===== config.mk =====
export PLATFORM = sky130hd
export DESIGN_NAME = sacov_query
export DESIGN_NICKNAME = d
export VERILOG_FILES = /design/src/rtl/sacov_pkg.sv /design/src/rtl/sacov_query.sv
export SDC_FILE = /design/constraint.sdc
export NUM_CORES = 2
export LEC_CHECK = 0
export BUFFER_PORTS_ARGS = -buffer_cell sky130_fd_sc_hd__buf_2
export CORE_ASPECT_RATIO = 1.5
export CORE_MARGIN = 5
export CORE_UTILIZATION = 27
export CTS_CLUSTER_DIAMETER = 80
export DETAILED_ROUTE_END_ITERATION = 12
export PLACE_DENSITY = 0.48
export SLEW_MARGIN = 10
export SYNTH_ARGS = -nofsm -noshare
export SYNTH_HDL_FRONTEND = slang
export SYNTH_SLANG_ARGS = --single-unit

===== constraint.sdc =====
create_clock -name clk -period 14.56 [get_ports clk]
set_input_delay 3.64 -clock clk [delete_from_list [all_inputs] [get_ports clk]]
set_output_delay 3.64 -clock clk [all_outputs]
set_load 0.05 [all_outputs]

===== src/rtl/sacov_pkg.sv =====
// ----------------------------------------------------------------------------
// sacov_pkg
// shared widths, request and status codes, and the queued word type
// ----------------------------------------------------------------------------
package sacov_pkg;

    localparam int MAX_LAG_DEF    = 16;
    localparam int COUNT_BITS_DEF = 24;
    localparam int FRAC_BITS_DEF  = 8;

    localparam int REQ_W    = 2;
    localparam int SAMPLE_W = 16;
    localparam int LAG_W    = 5;
    localparam int CFG_W    = 5;
    localparam int PROD_W   = 56;
    localparam int EARLY_W  = 22;
    localparam int SUM_W    = 41;
    localparam int ACOV_W   = 48;
    localparam int STAT_W   = 2;
    localparam int TOTAL_W  = 24;

    localparam logic [REQ_W-1:0] REQ_ADD   = 2'd0;
    localparam logic [REQ_W-1:0] REQ_QUERY = 2'd1;
    localparam logic [REQ_W-1:0] REQ_CLEAR = 2'd2;
    localparam logic [REQ_W-1:0] REQ_NONE  = 2'd3;

    localparam logic [STAT_W-1:0] ST_OK      = 2'd0;
    localparam logic [STAT_W-1:0] ST_EMPTY   = 2'd1;
    localparam logic [STAT_W-1:0] ST_BAD_LAG = 2'd2;

    localparam logic [CFG_W-1:0] LAGS_RESET = 5'd16;

    typedef struct packed {
        logic [REQ_W-1:0]           req;
        logic signed [SAMPLE_W-1:0] sample;
        logic [LAG_W-1:0]           lag;
    } item_t;

endpackage


===== src/rtl/sacov_query.sv =====
// ----------------------------------------------------------------------------
// sacov_query
// estimate for one lag: shift-add multiplier, restoring divider, saturation
// ----------------------------------------------------------------------------
module sacov_query
    import sacov_pkg::*;
#(
    parameter int MAX_LAG    = MAX_LAG_DEF,
    parameter int COUNT_BITS = COUNT_BITS_DEF,
    parameter int FRAC_BITS  = FRAC_BITS_DEF
)
(
    input  logic                                clk,
    input  logic                                rst_n,
    input  logic                                start,
    input  logic [$clog2(MAX_LAG+1)-1:0]        lag_in,
    input  logic signed [PROD_W-1:0]            prod_in,
    input  logic signed [EARLY_W-1:0]           early_in,
    input  logic signed [SUM_W-1:0]             sum_in,
    input  logic [COUNT_BITS-1:0]               count_in,
    input  logic [MAX_LAG:0][SAMPLE_W-1:0]      hist,
    output logic                                busy,
    output logic                                done,
    output logic signed [ACOV_W-1:0]            result
);

    localparam int HIW = $clog2(MAX_LAG+1);
    localparam int NW  = 2*COUNT_BITS + FRAC_BITS + 64;
    localparam int AW  = SUM_W + 3;
    localparam int MBW = (COUNT_BITS + 2 > AW) ? COUNT_BITS + 2 : AW;
    localparam int CW  = $clog2(((NW > MAX_LAG) ? NW : MAX_LAG) + 1);

    localparam logic [2:0] S_IDLE = 3'd0;
    localparam logic [2:0] S_LSUM = 3'd1;
    localparam logic [2:0] S_LOAD = 3'd2;
    localparam logic [2:0] S_MUL  = 3'd3;
    localparam logic [2:0] S_POST = 3'd4;
    localparam logic [2:0] S_DIV  = 3'd5;
    localparam logic [2:0] S_SAT  = 3'd6;

    localparam logic [2:0] PH_LAST = 3'd7;

    localparam logic [NW-1:0] MAXPOS = NW'({1'b0, {(ACOV_W-1){1'b1}}});
    localparam logic [ACOV_W-1:0] SAT_POS = {1'b0, {(ACOV_W-1){1'b1}}};
    localparam logic [ACOV_W-1:0] SAT_NEG = {1'b1, {(ACOV_W-1){1'b0}}};

    logic [2:0]                 state_reg;
    logic [2:0]                 ph_reg;
    logic [CW-1:0]              cnt_reg;
    logic [HIW-1:0]             lag_reg;
    logic signed [PROD_W-1:0]   prod_reg;
    logic signed [EARLY_W-1:0]  early_reg;
    logic signed [SUM_W-1:0]    sum_reg;
    logic [COUNT_BITS-1:0]      n_reg;
    logic signed [SUM_W-1:0]    lsum_reg;
    logic signed [NW-1:0]       num_reg, t_reg, den_reg, acc_reg, mcand_reg;
    logic [MBW-1:0]             mb_reg;
    logic                       msign_reg, neg_reg;
    logic [NW:0]                rem_reg;

    logic signed [NW-1:0]  ma, prod_r, mag;
    logic signed [MBW-1:0] mb, mb_n, mb_abs;
    logic signed [AW-1:0]  a_val;
    logic [NW:0]           rs;
    logic                  ge;
    logic [NW-1:0]         nq;

    assign busy = state_reg != S_IDLE;
    assign done = state_reg == S_SAT;

    assign a_val = (AW'(sum_reg) <<< 1) - AW'(lsum_reg) - AW'(early_reg);
    assign mb_n  = MBW'($signed({1'b0, n_reg}));

    // operand pair for each product of the numerator and denominator
    always_comb
    begin
        case (ph_reg)
            3'd0:    begin ma = NW'(prod_reg); mb = mb_n; end
            3'd2:    begin ma = NW'(sum_reg);  mb = mb_n; end
            3'd3:    begin ma = t_reg;         mb = MBW'(a_val); end
            3'd4:    begin ma = NW'(sum_reg);  mb = MBW'(sum_reg); end
            3'd5:    begin ma = t_reg;
                           mb = mb_n - MBW'($signed({1'b0, lag_reg})); end
            3'd6:    begin ma = NW'($signed({1'b0, n_reg})); mb = mb_n; end
            default: begin ma = t_reg;         mb = mb_n; end
        endcase
    end

    assign mb_abs = mb[MBW-1] ? -mb : mb;
    assign prod_r = msign_reg ? -acc_reg : acc_reg;
    assign mag    = num_reg[NW-1] ? -num_reg : num_reg;
    assign rs     = {rem_reg[NW-1:0], num_reg[NW-1]};
    assign ge     = rs >= {1'b0, den_reg};
    assign nq     = -num_reg;

    always_comb
    begin
        if (!neg_reg)
            result = (num_reg > MAXPOS) ? SAT_POS : num_reg[ACOV_W-1:0];
        else
            result = (num_reg > MAXPOS + NW'(1)) ? SAT_NEG : nq[ACOV_W-1:0];
    end

    always_ff @(posedge clk or negedge rst_n)
    begin
        if (!rst_n)
        begin
            state_reg <= S_IDLE;
            ph_reg    <= 3'd0;
            cnt_reg   <= '0;
        end
        else
        begin
            case (state_reg)
                S_IDLE:
                begin
                    if (start)
                    begin
                        state_reg <= S_LSUM;
                        cnt_reg   <= '0;
                        ph_reg    <= 3'd0;
                    end
                end
                S_LSUM:
                begin
                    if (cnt_reg == CW'(lag_reg))
                        state_reg <= S_LOAD;
                    else
                        cnt_reg <= cnt_reg + CW'(1);
                end
                S_LOAD:
                begin
                    cnt_reg   <= '0;
                    state_reg <= S_MUL;
                end
                S_MUL:
                begin
                    if (cnt_reg == CW'(MBW))
                    begin
                        ph_reg    <= ph_reg + 3'd1;
                        state_reg <= (ph_reg == PH_LAST) ? S_POST : S_LOAD;
                    end
                    else
                        cnt_reg <= cnt_reg + CW'(1);
                end
                S_POST:
                begin
                    cnt_reg   <= '0;
                    state_reg <= S_DIV;
                end
                S_DIV:
                begin
                    if (cnt_reg == CW'(NW))
                        state_reg <= S_SAT;
                    else
                        cnt_reg <= cnt_reg + CW'(1);
                end
                S_SAT:
                    state_reg <= S_IDLE;
                default:
                    state_reg <= S_IDLE;
            endcase
        end
    end

    always_ff @(posedge clk)
    begin
        case (state_reg)
            S_IDLE:
            begin
                if (start)
                begin
                    lag_reg   <= lag_in;
                    prod_reg  <= prod_in;
                    early_reg <= early_in;
                    sum_reg   <= sum_in;
                    n_reg     <= count_in;
                    lsum_reg  <= '0;
                end
            end
            S_LSUM:
            begin
                if (cnt_reg != CW'(lag_reg))
                    lsum_reg <= lsum_reg + SUM_W'($signed(hist[cnt_reg[HIW-1:0]]));
            end
            S_LOAD:
            begin
                acc_reg   <= '0;
                mcand_reg <= ma;
                mb_reg    <= mb_abs;
                msign_reg <= mb[MBW-1];
            end
            S_MUL:
            begin
                if (cnt_reg == CW'(MBW))
                begin
                    case (ph_reg)
                        3'd1:    num_reg <= prod_r;
                        3'd3:    num_reg <= num_reg - prod_r;
                        3'd5:    num_reg <= num_reg + prod_r;
                        3'd7:    den_reg <= prod_r;
                        default: t_reg   <= prod_r;
                    endcase
                end
                else
                begin
                    if (mb_reg[0])
                        acc_reg <= acc_reg + mcand_reg;
                    mcand_reg <= mcand_reg <<< 1;
                    mb_reg    <= mb_reg >> 1;
                end
            end
            S_POST:
            begin
                // rounding: (|num| * 2^(f+1) + den) / (2 den)
                neg_reg <= num_reg[NW-1];
                num_reg <= (mag <<< (FRAC_BITS + 1)) + den_reg;
                den_reg <= den_reg <<< 1;
                rem_reg <= '0;
            end
            S_DIV:
            begin
                if (cnt_reg != CW'(NW))
                begin
                    rem_reg <= ge ? rs - {1'b0, den_reg} : rs;
                    num_reg <= {num_reg[NW-2:0], ge};
                end
            end
            default:
            begin
            end
        endcase
    end

endmodule


==> key figures <==
Floorplanning
  – Die ar.: 0.340 mm2
  – Vert. Die Dim: 712 um
  – Die Width: 478 um
  – Initial Util: 27.1%
  – I/O pin count: 473
  – Core area: 0.327 mm2
  – Num rows: 257

Power
  – PwrDens: 191 mW/mm2
  – P_leak: 38.1 nW
  – Total power: 0.0191 W
  – Peak VDD IR: 0.137 mV

Synthesis
  – Post-synth net total: 11375
  – Ys Warns: 0
  – Post-Syn Instances: 10328
  – Dominant cell type by area after synthesis: edfxtp_1
  – Asr flop ratio synth: 1.34%
  – Post-synthesis cell area: 0.0886 mm2
  – EDFF count, synth: 955
  – Seq/Total Area, Yosys: 32.7%
  – Synth area leaders: edfxtp_1, ha_1, a21oi_1
  – Seq cells post-synth: 968
  – Top cell type's share of synthesized area: 32.4%
  – Avg Inst Size Synth: 8.58 um2
  – Top FF cell, synth: edfxtp_1
  – Post-synth cell types: 107

GRT
  – GRT overflow: 0
  – Pin count of the biggest net entering global routing: 109
  – First-pass GRT wire length: 554 mm
  – Initial antenna violation count: 27
  – Vias in the first global route: 82514
  – GR Util All Layers: 21.5%

Detailed routing
  – DRC: 0
  – Wire length per cell: 25.9 um
  – Final ANT Viol Nets: 0
  – Final WL: 385 mm
  – Drt via density: 5.56
  – Drt pass-1 iters: 8
  – DR vias: 82637
  – DR iter-0 viols: 6586

Final layout
  – Share of cells above drive strength 1: 10.5%
  – Final net count: 11520
  – P&R area growth vs syn: 12.5%
  – Fin util: 30.5%
  – Finished Layout Cells: 14852

STA
  – RSZ-0062 raised after global routing: no
  – Fin crit share: 79.2%
  – Achievable Freq: 86.7 MHz
  – Endpoints failing setup: 0
  – Worst slew margin: 8.04%
  – Fin crit period: 11530 ps
  – Clk_skew: 78.5 ps
  – Max-slew violation count: 0
  – Worst-Margin Slew: 1370 ps
  – Fin Setup TNS: 0 ps
  – Final Hold Viols: 0

Clocking
  – Clk slew on worst S/H paths: 70 ps
  – Worst-skew pair later-pin latency: 820 ps
  – Max clock buf depth: 3
  – Htree depth: 3
  – Hold-fix buffers, CTS: 0
  – Root buffer cell: clkbuf_16
  – Post-CTS sizing: 0
  – CTS Buf Count: 117
  – Post-CTS Setup Repair Bufs: 0
  – Sink Count: 968
  – CTS tree: done

Flow run
  – Maxcap violations: 0

Run status
  – Status: finished, final reports clean

Critical path
  – Worst setup EP type: output pin
  – Worst Setup Path Type: register to output pin
  – Worst Setup Start Kind: register
  – Critical Path RT: 10920 ps
  – Worst EP arrival: 7890 ps
  – CP max FO: 43

Worst hold path
  – Hold crit path type: register to register

Placed design
  – Port Buffers: 472
  – Routability-driven placement congestion ratio: 0.976
  – HPWL Detailed: 310 mm
  – Placed cells: 14627
## cells in the mapped netlist (47+ instances only)
cell type  count
a211oi_1     174
a21o_1       348
a21oi_1     1123
a221oi_1      77
a31oi_1      119
and2_1        57
and3_1        68
buf_1         54
clkbuf_1     546
edfxtp_1     955
fa_1          47
ha_1         577
inv_1        517
mux2i_1      120
mux4_2        78
nand2_1      803
nand2b_1      73
nand3_1      174
nand4_1      207
nor2_1      1147
nor2b_1       67
nor3_1       166
nor4_1        74
o211ai_1      49
o21a_1        67
o21ai_0      642
o21bai_1     132
o31ai_1       90
o41ai_1       56
or2_2         57
or3_1        118
or4_1         75
xnor2_1      583
xor2_1       303
## cell usage in the layout, fill, tap and decap left out, types with 55 or more instances in the layout
| cell type | n |
|---|---|
| nor2_1 | 1144 |
| o21a_1 | 66 |
| and3_1 | 68 |
| clkbuf_16 | 117 |
| o21ai_0 | 639 |
| nand2b_1 | 70 |
| buf_2 | 472 |
| mux2i_1 | 120 |
| xor2_1 | 303 |
| or2_2 | 56 |
| nand4_1 | 207 |
| nand3_1 | 173 |
| nor2b_1 | 66 |
| nand2_1 | 801 |
| xnor2_1 | 583 |
| o21bai_1 | 132 |
| ha_1 | 575 |
| or4_1 | 75 |
| or3_1 | 118 |
| a211oi_1 | 171 |
| nor3_1 | 165 |
| nor4_1 | 70 |
| a221oi_1 | 77 |
| inv_1 | 517 |
| o31ai_1 | 90 |
| edfxtp_1 | 955 |
| buf_4 | 164 |
| a21oi_1 | 1119 |
| a21o_1 | 347 |
| o41ai_1 | 55 |
| and2_1 | 55 |
| mux4_2 | 78 |
| a31oi_1 | 119 |
## where the power goes
group	switching [W]	leakage, nW	internal [W]
combinational	0.00682	27.3	0.00411
clock	0.00145	2.02	0.00187
sequential	0.000649	8.75	0.00415
total	0.00892	38.1	0.0101
## kinds of logic after synthesis
| family | share of synthesized area (%) |
|---|---|
| DFF | 32.7 |
| adders and majority gates | 9.21 |
| xor gates and xnor gates | 8.79 |
| AOI/OAI and AO/OA | 23.4 |
| and+or+nand+nor | 17.3 |
| buffers and inverters | 4.84 |
| muxes | 3.64 |
## area by class of cell
type | count | area (um2)
fill | 34690 | 227000
timing repair buffer | 639 | 3650
antenna | 6 | 15.0
tap | 4273 | 5350
multi-input combinational | 8226 | 55500
clock buffer | 126 | 2960
sequential | 968 | 29000
clock inverter | 93 | 1250
inverter | 521 | 1960
## per-stage QoR
step	setup slack [ps]	area (um2)	hold WS, ps
after floorplan	330	88600	484
after global placement	4150	95500	503
after detailed placement	4080	95500	506
after CTS	3140	99700	522
after global routing	2830	99700	538
final	3030	99700	518
## path summary, 6_finish.rpt
check                                 start            to  slack, ps  cells after the start
worst max-delay path            num_reg[11]    result[20]       3030                     12
worst min-delay path             mb_reg[32]    mb_reg[31]        520                      2
worst max register to register   acc_reg[0]  num_reg[117]       4160                     26
worst min register to register   mb_reg[32]    mb_reg[31]        520                      2
max in group asynchronous             rst_n    cnt_reg[1]      11480                      1
min in group asynchronous             rst_n  state_reg[1]       2760                      1
## metal layers
metal  vias to the layer above  wire length [um]  part of all wire [%]  global-route usage, %
met5                         -               125                 0.032                      0
met4                        18             23100                   6.0                   11.0
met1                     40486            155000                    40                   25.7
li1                      38578                 -                     -                      -
met3                       719             17700                   4.6                   2.21
met2                      2836            189000                    49                   37.9
## worst max-delay path, stage by stage, from the launching register on
cell	delay, ps
edfxtp_1	540
or4_1	660
nor4_1	350
nand2_1	410
or2_1	480
or3_1	420
or3_1	400
or3b_2	530
or3_1	390
o31ai_1	340
nand3_2	810
o311ai_0	1260
buf_2	420
Power figures use the tool's default switching activity.
