[config.mk]
export PLATFORM = sky130hd
export DESIGN_NAME = sacov_front
export DESIGN_NICKNAME = d
export VERILOG_FILES = /design/src/rtl/sacov_pkg.sv /design/src/rtl/sacov_front.sv
export SDC_FILE = /design/constraint.sdc
export NUM_CORES = 1
export LEC_CHECK = 0
export ABC_AREA = 1
export BUFFER_PORTS_ARGS = -buffer_cell sky130_fd_sc_hd__clkbuf_2
export CORE_ASPECT_RATIO = 0.9
export CORE_MARGIN = 4
export CORE_UTILIZATION = 46
export DETAILED_ROUTE_END_ITERATION = 8
export GPL_TIMING_DRIVEN = 0
export PLACE_DENSITY = 0.78
export SYNTH_ARGS = -nofsm -noshare
export SYNTH_HDL_FRONTEND = slang
export SYNTH_SLANG_ARGS = --single-unit
[constraint.sdc]
create_clock -name clk -period 2.1 [get_ports clk]
set_input_delay 0.21 -clock clk [delete_from_list [all_inputs] [get_ports clk]]
set_output_delay 0.21 -clock clk [all_outputs]
set_load 0.02 [all_outputs]
[src/rtl/sacov_pkg.sv]
// ----------------------------------------------------------------------------
// sacov_pkg
// shared widths, request and status codes, and the queued word type
// ----------------------------------------------------------------------------
package sacov_pkg;

    localparam int MAX_LAG_DEF    = 16;
    localparam int COUNT_BITS_DEF = 24;
    localparam int FRAC_BITS_DEF  = 8;

    localparam int REQ_W    = 2;
    localparam int SAMPLE_W = 16;
    localparam int LAG_W    = 5;
    localparam int CFG_W    = 5;
    localparam int PROD_W   = 56;
    localparam int EARLY_W  = 22;
    localparam int SUM_W    = 41;
    localparam int ACOV_W   = 48;
    localparam int STAT_W   = 2;
    localparam int TOTAL_W  = 24;

    localparam logic [REQ_W-1:0] REQ_ADD   = 2'd0;
    localparam logic [REQ_W-1:0] REQ_QUERY = 2'd1;
    localparam logic [REQ_W-1:0] REQ_CLEAR = 2'd2;
    localparam logic [REQ_W-1:0] REQ_NONE  = 2'd3;

    localparam logic [STAT_W-1:0] ST_OK      = 2'd0;
    localparam logic [STAT_W-1:0] ST_EMPTY   = 2'd1;
    localparam logic [STAT_W-1:0] ST_BAD_LAG = 2'd2;

    localparam logic [CFG_W-1:0] LAGS_RESET = 5'd16;

    typedef struct packed {
        logic [REQ_W-1:0]           req;
        logic signed [SAMPLE_W-1:0] sample;
        logic [LAG_W-1:0]           lag;
    } item_t;

endpackage

[src/rtl/sacov_front.sv]
// ----------------------------------------------------------------------------
// sacov_front
// input handshake, drops unused request codes, two-entry word queue
// ----------------------------------------------------------------------------
module sacov_front
    import sacov_pkg::*;
(
    input  logic                       clk,
    input  logic                       rst_n,
    input  logic                       in_valid,
    output logic                       in_ready,
    input  logic [REQ_W-1:0]           req_type,
    input  logic signed [SAMPLE_W-1:0] sample,
    input  logic [LAG_W-1:0]           lag,
    output item_t                      item,
    output logic                       item_valid,
    input  logic                       item_pop
);

    localparam logic [1:0] DEPTH = 2'd2;

    item_t      q_reg [2];
    logic       wp_reg, rp_reg;
    logic [1:0] cnt_reg;
    logic       push, pop;

    assign in_ready   = cnt_reg != DEPTH;
    assign item_valid = cnt_reg != 2'd0;
    assign item       = q_reg[rp_reg];
    // unused request codes are taken and dropped here
    assign push = in_valid && in_ready && (req_type != REQ_NONE);
    assign pop  = item_pop && item_valid;

    always_ff @(posedge clk or negedge rst_n)
    begin
        if (!rst_n)
        begin
            wp_reg  <= 1'b0;
            rp_reg  <= 1'b0;
            cnt_reg <= 2'd0;
        end
        else
        begin
            if (push)
                wp_reg <= !wp_reg;
            if (pop)
                rp_reg <= !rp_reg;
            if (push && !pop)
                cnt_reg <= cnt_reg + 2'd1;
            else if (pop && !push)
                cnt_reg <= cnt_reg - 2'd1;
        end
    end

    always_ff @(posedge clk)
    begin
        if (push)
        begin
            q_reg[wp_reg].req    <= req_type;
            q_reg[wp_reg].sample <= sample;
            q_reg[wp_reg].lag    <= lag;
        end
    end

endmodule

==> results of run 1 <==
[final cells by class]
cell class | instances | area (µm²)
Sequential cell | 50 | 1480
Tap cell | 48 | 60.1
Buffer | 5 | 70.1
Clock buffer | 8 | 90.1
Timing Repair Buffer | 53 | 293
Fill cell | 344 | 1690
Inverter | 8 | 37.5
Multi-Input combinational cell | 89 | 384
[synth_stat cells]
| master | instances |
|---|---|
| nand4_1 | 2 |
| dfrtp_1 | 4 |
| buf_12 | 1 |
| nand3_1 | 2 |
| inv_2 | 1 |
| edfxtp_1 | 46 |
| nor2_1 | 1 |
| nand2_2 | 8 |
| buf_6 | 2 |
| clkbuf_8 | 2 |
| inv_8 | 1 |
| inv_1 | 6 |
| nand2_1 | 73 |
| nand3_2 | 1 |
| xnor2_1 | 1 |
| ha_1 | 1 |
[report_power, final]
group	switching [mW]	leakage, nW	internal (mW)	total, mW
Sequential	0.0630	0.472	1.31	1.38
Combinational	0.894	0.569	0.483	1.38
Clock	0.272	0.0455	0.269	0.540
[cell usage in the layout, fill, tap and decap left out]
master / synthesis / final
buf_12: 1 / 1
buf_16: 0 / 1
buf_6: 2 / 2
clkbuf_1: 0 / 2
clkbuf_2: 0 / 51
clkbuf_8: 2 / 8
dfrtp_1: 4 / 4
dlygate4sd3_1: 0 / 1
edfxtp_1: 46 / 46
ha_1: 1 / 1
inv_1: 6 / 6
inv_2: 1 / 1
inv_8: 1 / 1
nand2_1: 73 / 73
nand2_2: 8 / 8
nand3_1: 2 / 2
nand3_2: 1 / 1
nand4_1: 2 / 2
nor2_2: 0 / 1
xnor2_1: 1 / 1
[worst max-delay path: cells and delay by family, from the launching register on]
family	cells	cell delay, ps
AND/OR/NAND/NOR	2	180
buffers and inverters	2	770
flip-flops	1	400
[metal layers]
layer  up-vias  track usage
li1        624            -
met1       567        0.157
met2        24        0.246
met3         6       0.0412
met4         0       0.0534
met5         -            0
[cell families (layout without fill, tap and decap cells)]
logic type	after synthesis	after routing	synth area share
XOR/XNOR	1	1	0.00445
flip-flops	50	50	0.752
AND/OR/NAND/NOR	87	87	0.183
buffers and inverters	13	74	0.0546
adder cells (fa/ha/maj)	1	1	0.00635
[what timing repair did]
item	in CTS	in global routing
buffers inserted	0	0
hold endpoints to repair	4	0
resized for setup	0	0
hold buffers	1	0
[how the worst min path moves through the flow]
stage	from	to	slack (ps)	depth (start not counted)
after global routing	sample[5]	q_reg[0][10]$_DFFE_PP_	80	1
after global placement	rst_n	cnt_reg[0]$_DFFE_PN0P_	30	1
final	sample[9]	q_reg[1][14]$_DFFE_PP_	110	1
after CTS	sample[5]	q_reg[0][10]$_DFFE_PP_	90	1
after detailed placement	rst_n	wp_reg$_DFFE_PN0P_	30	1
after floorplan	rst_n	cnt_reg[0]$_DFFE_PN0P_	-90	0
==> out/results.ini, run 1 <==
[clock_network]
clk_latency_ps=290
clock-root-buffer=clkbuf_8
cts_made_buffers=5
cts_tree=yes
cts.reportedPaths.clkPinSlew_ps=80
htreeDepth=2
clkSinkCount=50
clockBufferDepth=2

[route]
route.detailed.drc=0
wl_per_cell_um=12.8
drt-total-wl_um=3350
drtAntennaViolNets=0
maxUsedRoutingLayer=met4
dr_total_vias=1221
first_iter_violations=46
first_pass_iters=4
wl_met3_um=177
wl_met1_um=1310
met2WireLength_um=1830
viasPerCell=4.68

[layout]
largest_reg_flops=46
diodes=0
final_nets=240
layout.cells.non_filler=261
area_delta_synth_final_pct=22.6
layout-drive-gt1-share=0.352
post-route-util=0.589
stdcell_area_um2=2420

[worst_setup_path]
reg2reg_from=cnt_reg[0]$_DFFE_PN0P_
path_class=register to register
cp.required_ps=2010
critical_path_arrival_ps=1650
crit_end=q_reg[0][3]$_DFFE_PP_
reg2reg_slack_ps=360
cpMaxStageDelayCell=inv_1
crit_chain=inv_2 -> nand2_2 -> nand4_1 -> inv_1
critPathMaxFanout=23
r2r-end=q_reg[0][3]$_DFFE_PP_
startpoint=cnt_reg[0]$_DFFE_PN0P_
max_stage_delay_ps=700
critPathCaptureType=register
r2r_cells=4
start_kind=register

[placed_design]
portBuffers=51
dp_cells=252
post_dp_cell_area_um2=2320
place_congestion=0.715
dpl.hpwl_um=2460
post-place-ws_ps=343

[floorplan]
dieHeight_um=70.1
rows=22
dieArea_um2=5400
core_um2=4100
initial_core_util=0.480
die_x_um=77.0
io-pin-count=52

[grt]
antenna_found_initial=0
grt_usage=0.139
grt_start_max_net_pins=24
grt_overflow=0
grt_pass1_vias=1233
grt_pass1_wl_um=5690

[synth]
syn_area_um2=1970
ys_ff_latch=50
avgSynthCellArea_um2=13.0
yosys.area.top_type_share=0.701
synthCells=152
synth_nets=180
synth_warnings=0
ys_seq_area_frac=0.752
synth.distinct_cells=16
yosysTopAreaCell=edfxtp_1
synthTopCellsByArea=edfxtp_1 70%, nand2_1 14%, dfrtp_1 5.1%

[timing]
hold-worst-slack_ps=106
grt_setup_unrepaired=false
fin_crit_ps=1740
finalSetupTns_ps=0
timing.final.crit_share=0.827
skew_ps=5.86
slew_viol_final=0
relSlewSlack=0.374
fmax_ghz=0.576
worstMarginPinSlew_ps=938
hold_violations=0
setup_ws_ps=364
setup_viol=0

[flow_run]
drv_cap=0

[power]
power_density_nw_per_um2=1360
power_mw=3.29
leakagePower_nw=1.09
irDropWorstVdd_v=0.000745

[status]
status=complete, no violations

[worst_hold_path]
hold_class=input pin to register

Note: power is estimated with default switching activity, not from simulation.
==> run 2: changes to the inputs <==
--- a/config.mk
+++ b/config.mk
@@ -5,14 +5,14 @@
 export SDC_FILE = /design/constraint.sdc
 export NUM_CORES = 1
 export LEC_CHECK = 0
-export ABC_AREA = 1
+export ABC_AREA = 0
 export BUFFER_PORTS_ARGS = -buffer_cell sky130_fd_sc_hd__clkbuf_2
 export CORE_ASPECT_RATIO = 0.9
 export CORE_MARGIN = 4
-export CORE_UTILIZATION = 46
+export CORE_UTILIZATION = 50
 export DETAILED_ROUTE_END_ITERATION = 8
 export GPL_TIMING_DRIVEN = 0
-export PLACE_DENSITY = 0.78
+export PLACE_DENSITY = 0.8
 export SYNTH_ARGS = -nofsm -noshare
 export SYNTH_HDL_FRONTEND = slang
 export SYNTH_SLANG_ARGS = --single-unit
==> constraint.sdc (replaced) <==
create_clock -name clk -period 1.67 [get_ports clk]
set_input_delay 0.167 -clock clk [delete_from_list [all_inputs] [get_ports clk]]
set_output_delay 0.167 -clock clk [all_outputs]
set_load 0.02 [all_outputs]
==> run 2 against run 1 <==
  * Register-to-register slack worse by 190 ps
  * First-iteration DRC count down 39%
  * Combinational power up 22%
  * Total power up 25%
  * Utilization up 5.8 points
  * Global-route usage down 1.0 points
  * Sequential power up 28%
  * Clock skew up 2.1 ps
  * Die area down 7.0%
  * Flip-flop and latch count unchanged
  * Largest power group unchanged
  * Highest routed layer unchanged
==> out/results.ini, run 2 <==
[synth]
synth_edf_count=46  ; unchanged
synthTopCellsByArea=edfxtp_1 70%, mux2_4 14%, dfrtp_1 5.1%
ys_seq_area_frac=0.751  ; -0.000953
synth_fa_ha_area_frac=0.00634  ; -0.00000805
synth_common_cells=46 x edfxtp_1, 19 x mux2_4, 4 x dfrtp_1, 4 x mux2_2
synth_warnings=0  ; unchanged
avgSynthCellArea_um2=21.4  ; +65%
yosys.area.top_type_share=0.700  ; -0.000889
syn_area_um2=1970  ; +0.13%
async_reset_ff_frac=0.0800  ; unchanged
synthCells=92  ; -39%
synthSimpleGateAreaFrac=0.0235  ; -0.159
synth_most_common_cell=edfxtp_1
yosysTopAreaCell=edfxtp_1
ys_ff_latch=50  ; unchanged
ys.flop_type=edfxtp_1
synth_mux_area_frac=0.167  ; +0.167
synth_top_family_by_area=multiplexers
synth-compound-area-share=0  ; unchanged
synth.distinct_cells=16  ; unchanged
synth_nets=120  ; -33%
synthXorXnorAreaFrac=0.0222  ; +0.0177

[timing]
fin_crit_ps=1590
relSlewSlack=0.739  ; +0.366
timing.final.crit_share=0.949
setup_viol=0  ; unchanged
hold_violations=0  ; unchanged
fmax_ghz=0.631
grt_setup_unrepaired=false
skew_ps=7.98  ; +2.12 ps
worstMarginPinSlew_ps=390  ; -548 ps
slew_viol_final=0  ; unchanged
finalSetupTns_ps=0  ; unchanged

[placed_design]
dpl.hpwl_um=2090  ; -15%
place_congestion=0.629  ; -12%
post_dp_cell_area_um2=2290  ; -1.1%
portBuffers=51  ; unchanged
dp_cells=189  ; -25%

[grt]
antenna_found_initial=0  ; unchanged
grt_pass1_vias=1006  ; -18%
grt_start_max_net_pins=24  ; unchanged
grt_overflow=0  ; unchanged
grt_usage=0.128  ; -0.0103
grt_pass1_wl_um=4570  ; -20%

[clock_network]
clock-root-buffer=clkbuf_8
cts_made_buffers=5  ; unchanged
clk_latency_ps=290  ; about the same
clkSinkCount=50  ; unchanged
htreeDepth=2  ; unchanged
cts.reportedPaths.clkPinSlew_ps=90  ; about the same
cts_tree=yes
post_cts_buffers=0  ; unchanged
clockBufferDepth=2  ; unchanged

[layout]
diodes=0  ; unchanged
largest_reg_flops=46  ; unchanged
mostFrequentLayoutCell=clkbuf_2
layout.cells.non_filler=200  ; -23%
final_cell_mix=51 x clkbuf_2, 46 x edfxtp_1, 19 x mux2_4, 5 x clkbuf_8
post-route-util=0.647  ; +0.0583
fillerInstances=273  ; -21%
stdcell_area_um2=2430  ; +0.67%
layout-drive-gt1-share=0.591  ; +0.239
final_nets=181  ; -25%
area_delta_synth_final_pct=23.3

[worst_setup_path]
cp.required_ps=1500  ; -510 ps
cpMaxStageDelayCell=dfrtp_1
critPathBufInv=3  ; +1
startpoint=rp_reg$_DFFE_PN0P_
critPathCaptureType=output pin
critical_path_arrival_ps=1420  ; -230 ps
path_class=register to output pin
max_stage_delay_ps=390  ; -310 ps
crit_chain=buf_6 -> buf_12 -> mux2_4 -> clkbuf_2
reg2reg_from=cnt_reg[0]$_DFFE_PN0P_
cp_top_family=buffers and inverters
critPathMaxFanout=10  ; -57%
start_kind=register

[worst_hold_path]
hold_class=input pin to register
hold_start=sample[7]

[floorplan]
rows=21  ; -4.5%
dieArea_um2=5020  ; -7.0%
io-pin-count=52  ; unchanged
die_x_um=74.2  ; -3.6%
dieHeight_um=67.6  ; -3.6%
core_um2=3760  ; -8.4%
initial_core_util=0.525  ; +0.0447

[route]
wl_per_cell_um=15.7  ; +22%
drtAntennaViolNets=0  ; unchanged
first_pass_iters=3  ; -1
viasPerCell=4.93  ; +5.3%
dr_total_vias=985  ; -19%
first_iter_violations=28  ; -39%
drt-total-wl_um=3140  ; -6.3%
route.detailed.drc=0  ; unchanged

[status]
status=complete, no violations

[power]
leakagePower_nw=0.996  ; -8.4%
power_density_nw_per_um2=1690  ; +24%
irDropWorstVdd_v=0.000925  ; +24%
power_mw=4.12  ; +25%

[flow_run]
drv_cap=0  ; unchanged

## run 2: worst paths after layout
path	to	slack, ps	cells past startpoint
max	item[17]	80	4
max reg2reg	cnt_reg[1]$_DFFE_PN0P_	170	6
max in group asynchronous	wp_reg$_DFFE_PN0P_	1330	2
min	q_reg[0][12]$_DFFE_PP_	60	1
min reg2reg	cnt_reg[0]$_DFFE_PN0P_	540	1
min in group asynchronous	rp_reg$_DFFE_PN0P_	220	2
## run 2: what timing repair did
action                                  in CTS  in global routing
pin swaps                                    1                  2
hold endpoints to repair                     4                  0
gates cloned                                 0                  2
endpoints found under the setup margin      46                 45
hold buffers                                 1                  0
gates resized for setup                      4                  2
## run 2: kinds of logic (layout without fill, tap and decap cells)
family                     after synthesis  count (layout)
DFF                                     50              50
muxes                                   23              23
adders and majority gates                1               1
buffers and inverters                    5              65
xor gates and xnor gates                 5               5
and+or+nand+nor                          8              10
## run 2: cell type report
cell class | instances | area (µm²) | area share
Tap cell | 46 | 57.6 | 0.0237
Multi-Input combinational cell | 39 | 483 | 0.199
Sequential cell | 50 | 1480 | 0.609
Clock inverter | 2 | 13.8 | 0.00566
Clock buffer | 6 | 72.6 | 0.0298
Buffer | 3 | 51.3 | 0.0211
Timing Repair Buffer | 52 | 265 | 0.109
Inverter | 2 | 7.51 | 0.00309
## run 2: metal layers
metal,share of wire,GRT usage,vias to the layer above
li1,-,-,470
met1,0.41,0.145,478
met2,0.51,0.222,33
met3,0.060,0.0402,4
met4,0.011,0.0600,0
met5,0,0,-
## run 2: through the flow
step,setup WS [ps],hold slack [ps]
3_5_place_dp,-411,-18.7
5_1_grt,48.8,35.8
2_1_floorplan,-78.0,-129
6_report,84.4,55.7
4_1_cts,9.74,45.5
3_3_place_gp,-316,-20.9
## run 2: where the power goes
| part | switching, mW | internal (mW) |
|---|---|---|
| logic | 0.894 | 0.782 |
| registers | 0.114 | 1.65 |
| clock network | 0.377 | 0.296 |
